<file path="src/sv/aip_pkg.sv">
// ----------------------------------------------------------------------------
// aip_pkg: shared types and constants for the ascii integer parser
// Item layouts, configuration bundle, status and parse-phase codes, digit map.
// ----------------------------------------------------------------------------
package aip_pkg;

  localparam logic [7:0] ASCII_PLUS  = 8'h2B;
  localparam logic [7:0] ASCII_MINUS = 8'h2D;
  localparam logic [7:0] ASCII_ZERO  = 8'h30;
  localparam logic [7:0] NO_DIGIT    = 8'hFF;

  localparam int unsigned CFG_IDX_W  = 3;
  localparam int unsigned CFG_DATA_W = 6;

  // configuration register indexes
  localparam logic [CFG_IDX_W-1:0] REG_RADIX        = 3'd0;
  localparam logic [CFG_IDX_W-1:0] REG_SIGNED_MODE  = 3'd1;
  localparam logic [CFG_IDX_W-1:0] REG_WIDTH_SELECT = 3'd2;
  localparam logic [CFG_IDX_W-1:0] REG_ALLOW_PLUS   = 3'd3;
  localparam logic [CFG_IDX_W-1:0] REG_ALLOW_LZERO  = 3'd4;

  typedef enum logic [2:0] {
    ST_OK        = 3'd0,
    ST_EMPTY     = 3'd1,
    ST_SIGN      = 3'd2,
    ST_LEAD_ZERO = 3'd3,
    ST_BAD_DIGIT = 3'd4,
    ST_OVERFLOW  = 3'd5
  } status_e;

  typedef enum logic [1:0] {
    CS_NONE  = 2'd0,
    CS_SIGN  = 2'd1,
    CS_DIGIT = 2'd2
  } chars_seen_e;

  typedef struct packed {
    logic [7:0] ch;
    logic       has_char;
    logic       last;
  } in_item_t;

  typedef struct packed {
    logic        ok;
    logic [2:0]  status;
    logic [63:0] value;
  } out_item_t;

  typedef struct packed {
    logic [5:0] radix;
    logic       signed_mode;
    logic [1:0] width_select;
    logic       allow_plus;
    logic       allow_leading_zero;
  } cfg_t;

  // item handed from the input register to the parse core
  typedef struct packed {
    logic     fire;
    in_item_t item;
  } step_t;

  function automatic logic [7:0] digit_value(input logic [7:0] c);
    logic [7:0] r;
    if (c >= 8'h30 && c <= 8'h39) begin
      r = c - 8'h30;
    end else if (c >= 8'h61 && c <= 8'h7A) begin
      r = c - 8'h61 + 8'd10;
    end else if (c >= 8'h41 && c <= 8'h5A) begin
      r = c - 8'h41 + 8'd10;
    end else begin
      r = NO_DIGIT;
    end
    return r;
  endfunction

endpackage

</file>
<file path="src/sv/aip_core.sv">
// ----------------------------------------------------------------------------
// aip_core: parse state and per-character update
// Running magnitude, sign, leading-zero and sticky error state; one
// multiply-add and limit compare per character, result built on last.
// ----------------------------------------------------------------------------
module aip_core
  import aip_pkg::*;
#(
  parameter int unsigned ACC_WIDTH = 64
) (
  input  logic      clk_i,
  input  logic      rst_ni,
  input  cfg_t      cfg_i,
  input  step_t     step_i,
  output logic      res_valid_o,
  output out_item_t res_o
);

  localparam int unsigned LimW  = ACC_WIDTH + 1;
  localparam int unsigned ProdW = ACC_WIDTH + 7;
  localparam logic [6:0]  AccW  = 7'(ACC_WIDTH);

  logic [ACC_WIDTH-1:0] acc_q, acc_d;
  chars_seen_e          cs_q, cs_d;
  logic                 neg_q, neg_d;
  logic                 fz_q, fz_d;
  status_e              err_q, err_d;

  logic [7:0]       ch;
  logic [7:0]       dval;
  logic [6:0]       base_w;
  logic [6:0]       tgt_w;
  logic [LimW-1:0]  lim;
  logic [ProdW-1:0] prod;
  logic             over;
  status_e          status;
  logic [63:0]      mag64;

  always_comb begin
    ch     = step_i.item.ch;
    dval   = digit_value(ch);
    base_w = 7'd8 << cfg_i.width_select;
    tgt_w  = (base_w > AccW) ? AccW : base_w;
    if (cfg_i.signed_mode) begin
      lim = (LimW'(1) << 7'(tgt_w - 7'd1)) - (neg_q ? LimW'(0) : LimW'(1));
    end else begin
      lim = (LimW'(1) << tgt_w) - LimW'(1);
    end
    // acc*r + d > lim is the same test as acc > (lim - d) / r
    prod = ProdW'(acc_q) * ProdW'(cfg_i.radix) + ProdW'(dval);
    over = prod > ProdW'(lim);
  end

  always_comb begin
    acc_d = acc_q;
    cs_d  = cs_q;
    neg_d = neg_q;
    fz_d  = fz_q;
    err_d = err_q;

    if (step_i.fire && step_i.item.has_char && err_q == ST_OK) begin
      if (cs_q == CS_NONE && ch == ASCII_PLUS) begin
        if (!cfg_i.allow_plus) err_d = ST_SIGN;
        else cs_d = CS_SIGN;
      end else if (cs_q == CS_NONE && ch == ASCII_MINUS) begin
        if (!cfg_i.signed_mode) begin
          err_d = ST_SIGN;
        end else begin
          neg_d = 1'b1;
          cs_d  = CS_SIGN;
        end
      end else if (cs_q == CS_DIGIT && fz_q && !cfg_i.allow_leading_zero) begin
        err_d = ST_LEAD_ZERO;
      end else begin
        if (cs_q != CS_DIGIT) begin
          fz_d = (ch == ASCII_ZERO);
          cs_d = CS_DIGIT;
        end
        if (dval >= {2'b00, cfg_i.radix}) begin
          err_d = ST_BAD_DIGIT;
        end else if (over) begin
          err_d = ST_OVERFLOW;
        end else begin
          acc_d = prod[ACC_WIDTH-1:0];
        end
      end
    end

    // result from the state after this character
    status = err_d;
    if (status == ST_OK && cs_d != CS_DIGIT) status = ST_EMPTY;
    mag64        = 64'(acc_d);
    res_o.ok     = (status == ST_OK);
    res_o.status = status;
    if (status != ST_OK) begin
      res_o.value = 64'd0;
    end else if (cfg_i.signed_mode && neg_d) begin
      res_o.value = 64'd0 - mag64;
    end else begin
      res_o.value = mag64;
    end
    res_valid_o = step_i.fire && step_i.item.last;

    if (res_valid_o) begin
      acc_d = '0;
      cs_d  = CS_NONE;
      neg_d = 1'b0;
      fz_d  = 1'b0;
      err_d = ST_OK;
    end
  end

  always_ff @(posedge clk_i or negedge rst_ni) begin
    if (!rst_ni) begin
      acc_q <= '0;
      cs_q  <= CS_NONE;
      neg_q <= 1'b0;
      fz_q  <= 1'b0;
      err_q <= ST_OK;
    end else begin
      acc_q <= acc_d;
      cs_q  <= cs_d;
      neg_q <= neg_d;
      fz_q  <= fz_d;
      err_q <= err_d;
    end
  end

endmodule

</file>
<file path="config.mk">
export PLATFORM = sky130hd
export DESIGN_NAME = aip_core
export DESIGN_NICKNAME = d
export VERILOG_FILES = /design/src/sv/aip_pkg.sv /design/src/sv/aip_core.sv
export SDC_FILE = /design/constraint.sdc
export NUM_CORES = 1
export LEC_CHECK = 0
export ABC_AREA = 1
export BUFFER_PORTS_ARGS = -buffer_cell sky130_fd_sc_hd__buf_2
export CAP_MARGIN = 20
export CORE_ASPECT_RATIO = 1.25
export CORE_MARGIN = 2
export CORE_UTILIZATION = 60
export DETAILED_ROUTE_END_ITERATION = 10
export GPL_ROUTABILITY_DRIVEN = 1
export PLACE_DENSITY = 0.78
export SLEW_MARGIN = 20
export SYNTH_ARGS = -nofsm -noshare
export SYNTH_HDL_FRONTEND = slang
export SYNTH_SLANG_ARGS = --single-unit
export TNS_END_PERCENT = 30
</file>
<file path="constraint.sdc">
create_clock -name clk_i -period 20 [get_ports clk_i]
set_clock_uncertainty 0.2 [all_clocks]
set_input_delay 2 -clock clk_i [delete_from_list [all_inputs] [get_ports clk_i]]
set_output_delay 2 -clock clk_i [all_outputs]
set_load 0.03 [all_outputs]
</file>
### Word level (Yosys, flattened, before mapping)

Index checks and enable logic that the tools add are counted.

| word-level totals | value |
|---|---|
| input bits | 24 |
| register bits | 71 |
| bits in read-only memories | 0 |
| word-level logic and storage cells | 102 |
| memories | 0 |
| RAM bits | 0 |
| bits in latches | 0 |

| operators by class | value |
|---|---|
| multiplexer cells | 44 |
| equal/unequal tests | 9 |
| magnitude comparators | 9 |
| bitwise operators | 0 |
| reductions and logical operators | 21 |
| divide/modulo/power cells | 0 |
| add/subtract/negate cells | 10 |
| shifts and indexed selects | 3 |
| multiply operators | 1 |

Operators with widths:

| cell | number |
|---|---|
| two-way mux 64 bit | 9 |
| << shifter 1 x 7 -> 65 bit, first input constant | 2 |
| adder 70 x 8 -> 71 bit | 1 |
| > comparator 71 x 65 -> 1 bit | 1 |
| multiplier 64 x 6 -> 70 bit | 1 |
| two-way mux 65 bit | 1 |
| subtractor 65 x 2 -> 65 bit | 1 |
| subtractor 65 x 2 -> 65 bit, second input constant | 1 |
| subtractor 1 x 64 -> 64 bit, first input constant | 1 |
| two-way mux 3 bit | 10 |
| equality test 8 x 6 -> 1 bit, second input constant | 3 |
| two-way mux 8 bit | 3 |
| adder 8 x 4 -> 8 bit, second input constant | 2 |
| >= comparator 8 x 7 -> 1 bit, second input constant | 2 |
| <= comparator 8 x 7 -> 1 bit, second input constant | 2 |
| two-way mux 2 bit | 8 |
| subtractor 8 x 7 -> 8 bit, second input constant | 2 |
| logical AND 1 bit | 12 |
| two-way mux 1 bit | 12 |
| != test 2 bit, second input constant | 5 |
| logical NOT 3 bit | 3 |
| >= comparator 8 x 6 -> 1 bit | 1 |
| >= comparator 8 x 6 -> 1 bit, second input constant | 1 |
| <= comparator 8 x 6 -> 1 bit, second input constant | 1 |
| 11 further kinds | 12 |

### Longest topological paths before layout

Gate-level depths: netlist (run 1).

| depth | value |
|---|---|
| depth after elaboration | 19 |
| gate-level depth with buffers | 60 |
| depth with buffers taken out | 59 |

### Least setup slack after synthesis (run 1)

No wires, ideal clock.

| timing path | value |
|---|---|
| path kind | input -> output |
| start | input cfg_i[10] (netlist bit) |
| end | output res_o[62] (netlist bit) |
| required time | 17.800 ns |
| path slack | 8.179 ns |
| arrival time | 9.621 ns |
| stages on the path | 43 |
| path through | clkbuf_1 > clkbuf_1 > nand2_1 > fa_1 > fa_1 > fa_1 > fa_1 > inv_1 > ha_1 > nand2_1 > o211ai_1 > nand2_1 > nand3_2 > nand2_1 > nand2_2 > a21oi_1 > o21ai_0 > a21oi_1 > (+7 left out) > nand2_1 > nor2_1 > nand3_1 > nor2_4 > nand3_4 > buf_6 > nand2_1 > o21ai_1 > inv_1 > ha_1 > nand3_2 > nor2_1 > nand2_1 > nor2_2 > nand3_1 > nand2_1 > nand2_1 > a21oi_1 |

RTL lines:

| element | line | RTL |
|---|---|---|
| start: declaration | aip_core.sv:13 | `input cfg_t cfg_i,` |
| end: declaration | aip_core.sv:16 | `output out_item_t res_o` |

==> results of run 1 <==
[where the power goes]
part | switching, mW | internal (mW) | total (mW)
sequential | 0.00137 | 0.145 | 0.147
clock | 0.0667 | 0.0966 | 0.163
combinational | 0.0956 | 0.0345 | 0.130
total | 0.164 | 0.277 | 0.440
[registers in the layout, indices dropped and copies added, names as in the netlist]
| register | flops |
|---|---|
| err_q | 3 |
| neg_q | 1 |
| cs_q | 2 |
| acc_q | 64 |
| fz_q | 1 |
[per-stage QoR]
step	setup WS, ps	instances
floorplan	8180	3558
global placement	5740	4056
detailed placement	5550	4056
CTS	5530	4072
global route	4500	4072
finish	5240	4074
[cells by family after synthesis]
kind of cell | after synthesis | share of synthesized area [%]
xor gates and xnor gates | 72 | 2.78
buffers and inverters | 766 | 12.9
adders and majority gates | 494 | 35.7
and+or+nand+nor | 1803 | 32.2
AOI/OAI and AO/OA | 352 | 8.54
DFF | 71 | 7.84
[critical path, delay by kind of cell]
family | cells | cell delay [ps]
XOR/XNOR | 1 | 210
AO/OA/AOI/OAI | 5 | 880
AND/OR/NAND/NOR | 26 | 4390
buffers and inverters | 7 | 2110
adder cells (fa/ha/maj) | 7 | 2870
[worst max path at each step]
| stage | startpoint | endpoint | slack (ps) | cells after the start |
|---|---|---|---|---|
| after floorplan | cfg_i[10] | res_o[62] | 8180 | 43 |
| after global placement | cfg_i[10] | res_o[14] | 5740 | 42 |
| after detailed placement | cfg_i[9] | res_o[34] | 5550 | 50 |
| after CTS | cfg_i[9] | res_o[34] | 5530 | 50 |
| after global routing | cfg_i[9] | res_o[34] | 4500 | 50 |
| final | cfg_i[9] | res_o[34] | 5240 | 46 |
[layout make-up]
type	instances	area share [%]
Antenna cell	2	0.0211
Inverter	675	10.7
Clock buffer	11	0.981
Sequential cell	71	7.49
Multi-Input combinational cell	2721	75.7
Timing Repair Buffer	103	2.31
Clock inverter	5	0.248
Tap cell	486	2.56
[cells in the final DEF, fill, tap and decap left out, drive strengths merged, types with 3 or more instances in the layout]
cell / n
a31oi: 8
o21ai: 106
ha: 240
fa: 254
nor3: 29
clkinv: 7
dfrtp: 71
xor2: 45
nand4: 78
o31ai: 3
clkbuf: 11
buf: 103
a21o: 14
o21a: 8
inv: 670
a21oi: 189
xnor2: 27
o21bai: 13
nand3: 89
nor4: 6
nor2: 424
nand2: 1171
[metal layers]
metal | wire [um] | track usage [%] | share of wire, %
met2 | 39100 | 70.1 | 50
met4 | 6610 | 27.7 | 8.5
met1 | 27700 | 45.4 | 36
met3 | 4660 | 4.33 | 6.0
met5 | 0 | 0 | 0
==> results.sh, run 1 <==
export IMPL_fin_crit_sh_pct=73.8
export IMPL_cts_setup_buffers=0
export IMPL_start_kind="input pin"
export IMPL_drive_above_1_share_pct=5.72
export IMPL_worstPathArrival_ps=12560
export IMPL_synth_top_area_share_pct=22.4
export IMPL_stdcell_area_um2=23700
export IMPL_drtIter0Drc=1929
export IMPL_clk_pin_slew_ps=60
export IMPL_grt_pass1_wl_um=123000
export IMPL_avgRoutedWirePerCell_um=19.2
export IMPL_synthArstFlopShare_pct=100
export IMPL_synth_warnings=0
export IMPL_drv_slew=0
export IMPL_placed_area_um2=23400
export IMPL_r2r_end="acc_q[62]"
export IMPL_synth_edf_count=0
export IMPL_die_y_um=221
export IMPL_critPathKind="in -> out"
export IMPL_tightest_slew_ps=1130
export IMPL_nets=4099
export IMPL_ff_latch_area_um2=1780
export IMPL_synthTopCellsByArea="fa_1 22%, nand2_1 19%, ha_1 13%, inv_1 10%, dfrtp_1 7.8%"
export IMPL_num_rows=79
export IMPL_reg2reg_from="acc_q[4]"
export IMPL_ir_drop_mv=0.0380
export IMPL_synthesis_nets=4076
export IMPL_leakagePower_nw=15.1
export IMPL_rr_worst_depth=38
export IMPL_synth_seq_cells=71
export IMPL_min_path_type="reg -> reg"
export IMPL_wirelength_um=78100
export IMPL_yosysSeqAreaShare_pct=7.84
export IMPL_io_buffers=92
export IMPL_yosysMostFrequentCell="nand2_1"
export IMPL_drtAntennaViolNets=0
export IMPL_cts_resized=0
export IMPL_antenna_found_initial=2
export IMPL_grt_usage_pct=40.2
export IMPL_hold_slack_ps=331
export IMPL_ys_flop_type="dfrtp_1"
export IMPL_reg2reg_slack_ps=10760
export IMPL_hold_depth=2
export IMPL_route_detailed_drc=0
export IMPL_end_kind="primary output"
export IMPL_power_total_mw=0.440
export IMPL_holdCritStartpoint="fz_q"
export IMPL_netlist_instances=3558
export IMPL_core_um2=37300
export IMPL_relSlewSlack_pct=24.2
export IMPL_htree_num_levels=3
export IMPL_rsz0062_at_grt="no"
export IMPL_synth_cell_type_count=51
export IMPL_syn_avg_cell_area_um2=6.37
export IMPL_cts_tree="built"
export IMPL_drt_vias_per_instance=5.75
export IMPL_hold_violations=0
export IMPL_clock_sinks=71
export IMPL_clock_latency_ps=350
export IMPL_maxCapViolations=0
export IMPL_hold_path_end="fz_q"
export IMPL_syn_to_final_growth_pct=4.73
export IMPL_dr_pass1_iters=7
export IMPL_slowest_delay_ps=750
export IMPL_synth_area_um2=22700
export IMPL_hpwl_um=64700
export IMPL_fin_tns_setup_ps=0
export IMPL_nFillCells=3591
export IMPL_overflow=0
export IMPL_io_pins=93
export IMPL_setup_viol=0
export IMPL_multiInputGateArea_um2=18000
export IMPL_crit_fanout=69
export IMPL_vias=23400
export IMPL_yosys_top_cells_count="1,155 x nand2_1, 633 x inv_1, 404 x nor2_1, 254 x fa_1, 240 x ha_1"
export IMPL_cp_common_cell="nand2_1"
export IMPL_slowest_stage="nand3_4"
export IMPL_clockRootBuffer="clkbuf_16"
export IMPL_cts_max_path_buffers=2
export IMPL_cts_buffers=9
export IMPL_grt_pass1_vias=23300
export IMPL_start_util_pct=60.8
export IMPL_routabilityCongestion=1.05
export IMPL_final_core_util_pct=63.7
export IMPL_grt_max_degree=72
export IMPL_die_w_um=178
export IMPL_synth_top_area_cell="fa_1"
export IMPL_fmax_mhz=67.8
export IMPL_dieArea_um2=39400
export IMPL_ctsHoldBuffers=0
export IMPL_worstPathRequired_ps=17800
export IMPL_status="completed"
export IMPL_period_minus_slack_ps=14760
export IMPL_powerDensity_nw_per_um2=18.6
No activity file was read; power rests on OpenSTA's default activity.
==> run 2: changes to the inputs <==
--- a/config.mk
+++ b/config.mk
@@ -5,15 +5,15 @@
 export SDC_FILE = /design/constraint.sdc
 export NUM_CORES = 1
 export LEC_CHECK = 0
-export ABC_AREA = 1
+export ABC_AREA = 0
 export BUFFER_PORTS_ARGS = -buffer_cell sky130_fd_sc_hd__buf_2
 export CAP_MARGIN = 20
 export CORE_ASPECT_RATIO = 1.25
 export CORE_MARGIN = 2
-export CORE_UTILIZATION = 60
+export CORE_UTILIZATION = 59
 export DETAILED_ROUTE_END_ITERATION = 10
 export GPL_ROUTABILITY_DRIVEN = 1
-export PLACE_DENSITY = 0.78
+export PLACE_DENSITY = 0.8
 export SLEW_MARGIN = 20
 export SYNTH_ARGS = -nofsm -noshare
 export SYNTH_HDL_FRONTEND = slang
==> constraint.sdc (replaced) <==
create_clock -name clk_i -period 13.2 [get_ports clk_i]
set_clock_uncertainty 0.2 [all_clocks]
set_input_delay 1.32 -clock clk_i [delete_from_list [all_inputs] [get_ports clk_i]]
set_output_delay 1.32 -clock clk_i [all_outputs]
set_load 0.03 [all_outputs]
==> run 2 against run 1 <==
- the run now ends with setup timing left
- first-iteration DRC count up 9.6%
- worst setup slack worse by 5300 ps
- non-clock buffer count up 448
- routed wire length up 12%
- area after synthesis up 0.81%
- global-route usage up 1.4 points
- utilization up 10 points
- sequential share of layout area down 1.2 points
- critical path depth down 3
- highest routed layer unchanged
- register-to-register slack worse by 7200 ps
- clock-buffer cell count down 1
==> results.sh, run 2 <==
export IMPL_route_detailed_drc=0
export IMPL_reg_top3="acc_q x64, err_q x3, cs_q x2"
export IMPL_nets=3795
export IMPL_yosysSeqAreaShare_pct=7.78
export IMPL_wirelength_um=87500
export IMPL_critPathKind="in -> out"
export IMPL_period_minus_slack_ps=13300
export IMPL_status="finished, violations left"
export IMPL_clockRootBuffer="clkbuf_16"
export IMPL_synth_warnings=0
export IMPL_hold_violations=0
export IMPL_dr_pass1_iters=5
export IMPL_fin_tns_setup_ps=-96.1
export IMPL_crit_fanout=17
export IMPL_yosysMostFrequentCell="nand2_1"
export IMPL_grt_pass1_wl_um=132000
export IMPL_synth_top_area_cell="fa_1"
export IMPL_syn_avg_cell_area_um2=7.89
export IMPL_final_cell_mix="433 x buf_4, 372 x nand2_1, 277 x inv_1, 254 x fa_1, 239 x nor2_1"
export IMPL_clkPwrFrac_pct=38.9
export IMPL_power_switching_mw=0.286
export IMPL_grt_max_degree=72
export IMPL_power_share_combinational_pct=32.4
export IMPL_fmax_mhz=75.2
export IMPL_synth_top_area_share_pct=22.3
export IMPL_netlist_instances=2895
export IMPL_leakagePower_nw=14.3
export IMPL_clk_pin_slew_ps=70
export IMPL_clock_sinks=71
export IMPL_start_util_pct=59.9
export IMPL_ctsHoldBuffers=0
export IMPL_clock_latency_ps=400
export IMPL_start_kind="input pin"
export IMPL_cts_tree="built"
export IMPL_place_ws_ps=-415
export IMPL_fin_crit_sh_pct=101
export IMPL_instances_no_fill=3776
export IMPL_cts_max_path_buffers=2
export IMPL_die_w_um=180
export IMPL_antenna_found_initial=2
export IMPL_setup_viol=1
export IMPL_ff_latch_area_um2=1780
export IMPL_hpwl_um=68800
export IMPL_dieArea_um2=40300
export IMPL_regMostFlops="acc_q"
export IMPL_fin_ws_ps=-96.1
export IMPL_routabilityCongestion=1.03
export IMPL_worstPathRequired_ps=11680
export IMPL_ir_drop_mv=0.0537
export IMPL_synth_cell_type_count=104
export IMPL_core_um2=38100
export IMPL_synthesis_nets=3413
export IMPL_largest_reg_flops=64
export IMPL_rsz0062_at_grt="yes"
export IMPL_violations="setup timing"
export IMPL_vias=24000
export IMPL_yosys_top_cells_count="374 x nand2_1, 281 x inv_1, 254 x fa_1, 246 x nor2_1, 240 x ha_1"
export IMPL_cp_common_cell="or4_4"
export IMPL_pwr_share_seq_pct=28.7
export IMPL_num_rows=80
export IMPL_overflow=0
export IMPL_stdcell_area_um2=28200
export IMPL_nFillCells=2829
export IMPL_p_int_mw=0.484
export IMPL_drtAntennaViolNets=0
export IMPL_io_buffers=92
export IMPL_tightest_slew_ps=1020
export IMPL_htree_num_levels=3
export IMPL_multiInputGateArea_um2=20200
export IMPL_maxCapViolations=0
export IMPL_slowest_stage="fa_1"
export IMPL_numPlacedInstances=3721
export IMPL_synth_area_um2=22800
export IMPL_avgRoutedWirePerCell_um=23.2
export IMPL_switching_share_pct=37.2
export IMPL_synth_edf_count=0
export IMPL_cts_buffers=9
export IMPL_die_y_um=224
export IMPL_grt_pass1_vias=24600
export IMPL_drt_vias_per_instance=6.34
export IMPL_grt_usage_pct=41.6
export IMPL_min_path_type="reg -> reg"
export IMPL_ys_flop_type="dfrtp_1"
export IMPL_drtIter0Drc=2114
export IMPL_relSlewSlack_pct=32.3
export IMPL_drive_above_1_share_pct=23.2
export IMPL_drv_slew=0
export IMPL_powerDensity_nw_per_um2=27.3
export IMPL_final_common_cell="buf_4"
export IMPL_placed_area_um2=26500
export IMPL_worstPathArrival_ps=11780
export IMPL_synthArstFlopShare_pct=100
export IMPL_end_kind="primary output"
export IMPL_slowest_delay_ps=670
export IMPL_synth_seq_cells=71
export IMPL_synthTopCellsByArea="fa_1 22%, ha_1 13%, dfrtp_1 7.8%, nand2_1 6.1%, and2_1 4.8%"
export IMPL_io_pins=93
export IMPL_syn_to_final_growth_pct=23.5
-- run 2: cell families after synthesis --
group	share of synthesized area, %
buffers and inverters	8.08
AND/OR/NAND/NOR	24.5
XOR/XNOR	4.18
flip-flops	7.78
multiplexers	5.11
AO/OA/AOI/OAI	15.0
adder cells (fa/ha/maj)	35.4
-- run 2: critical path, delay by kind of cell --
kind / cells / cell delay (ps)
simple gates: 16 / 4130
fa+ha+maj: 7 / 2630
xor+xnor: 1 / 80
compound gates: 8 / 1720
buf+inv: 9 / 1320
mux: 2 / 530
-- run 2: final timing paths --
check | startpoint | cells past startpoint | slack (ps) | endpoint
max | cfg_i[5] | 43 | -100 | res_o[26]
min | fz_q | 2 | 330 | fz_q
max reg2reg | acc_q[16] | 31 | 3570 | acc_q[39]
min reg2reg | fz_q | 2 | 330 | fz_q
max in group asynchronous | rst_ni | 1 | 11460 | acc_q[25]
min in group asynchronous | rst_ni | 1 | 760 | err_q[0]
-- run 2: repair_timing --
| item | CTS | global route |
|---|---|---|
| setup buffers | 5 | 30 |
| gates resized for setup | 30 | 199 |
| cloned | 0 | 3 |
| endpoints found under the setup margin | 21 | 24 |
| hold endpoints to repair | 0 | 0 |
| pin swaps | 10 | 72 |
-- run 2: power groups by stage --
stage / clock network, mW / logic [mW] / registers [mW]
6_report: 0.299 / 0.250 / 0.221
5_1_grt: 0.305 / 0.266 / 0.221
4_1_cts: 0.297 / 0.225 / 0.221
3_5_place_dp: 0 / 0.223 / 0.225
3_3_place_gp: 0 / 0.217 / 0.225
2_1_floorplan: 0 / 0.126 / 0.224
-- run 2: final cells by class --
type	count	area share (%)
Clock buffer	10	0.847
Tap cell	492	2.18
Clock inverter	6	0.328
Sequential cell	71	6.30
Timing Repair Buffer	551	15.0
Inverter	282	3.75
Multi-Input combinational cell	2362	71.6
Antenna cell	2	0.0177
-- run 2: routing by layer --
layer | share of wire, % | routed length (um) | up-vias | global-route usage (%)
li1 | - | - | 10600 | -
met1 | 36 | 31300 | 11700 | 48.2
met2 | 49 | 43300 | 1314 | 73.7
met3 | 7.6 | 6660 | 396 | 5.45
met4 | 7.1 | 6220 | 0 | 24.3
met5 | 0 | 0 | - | 0
-- run 2: through the flow --
stage / utilization [%] / hold WS [ps] / power [mW]
2_1_floorplan: - / 279 / 0.351
3_3_place_gp: 69.4 / 303 / 0.442
3_5_place_dp: 69.4 / 317 / 0.448
4_1_cts: 70.7 / 334 / 0.743
5_1_grt: 74.0 / 372 / 0.792
6_report: 74.0 / 334 / 0.770
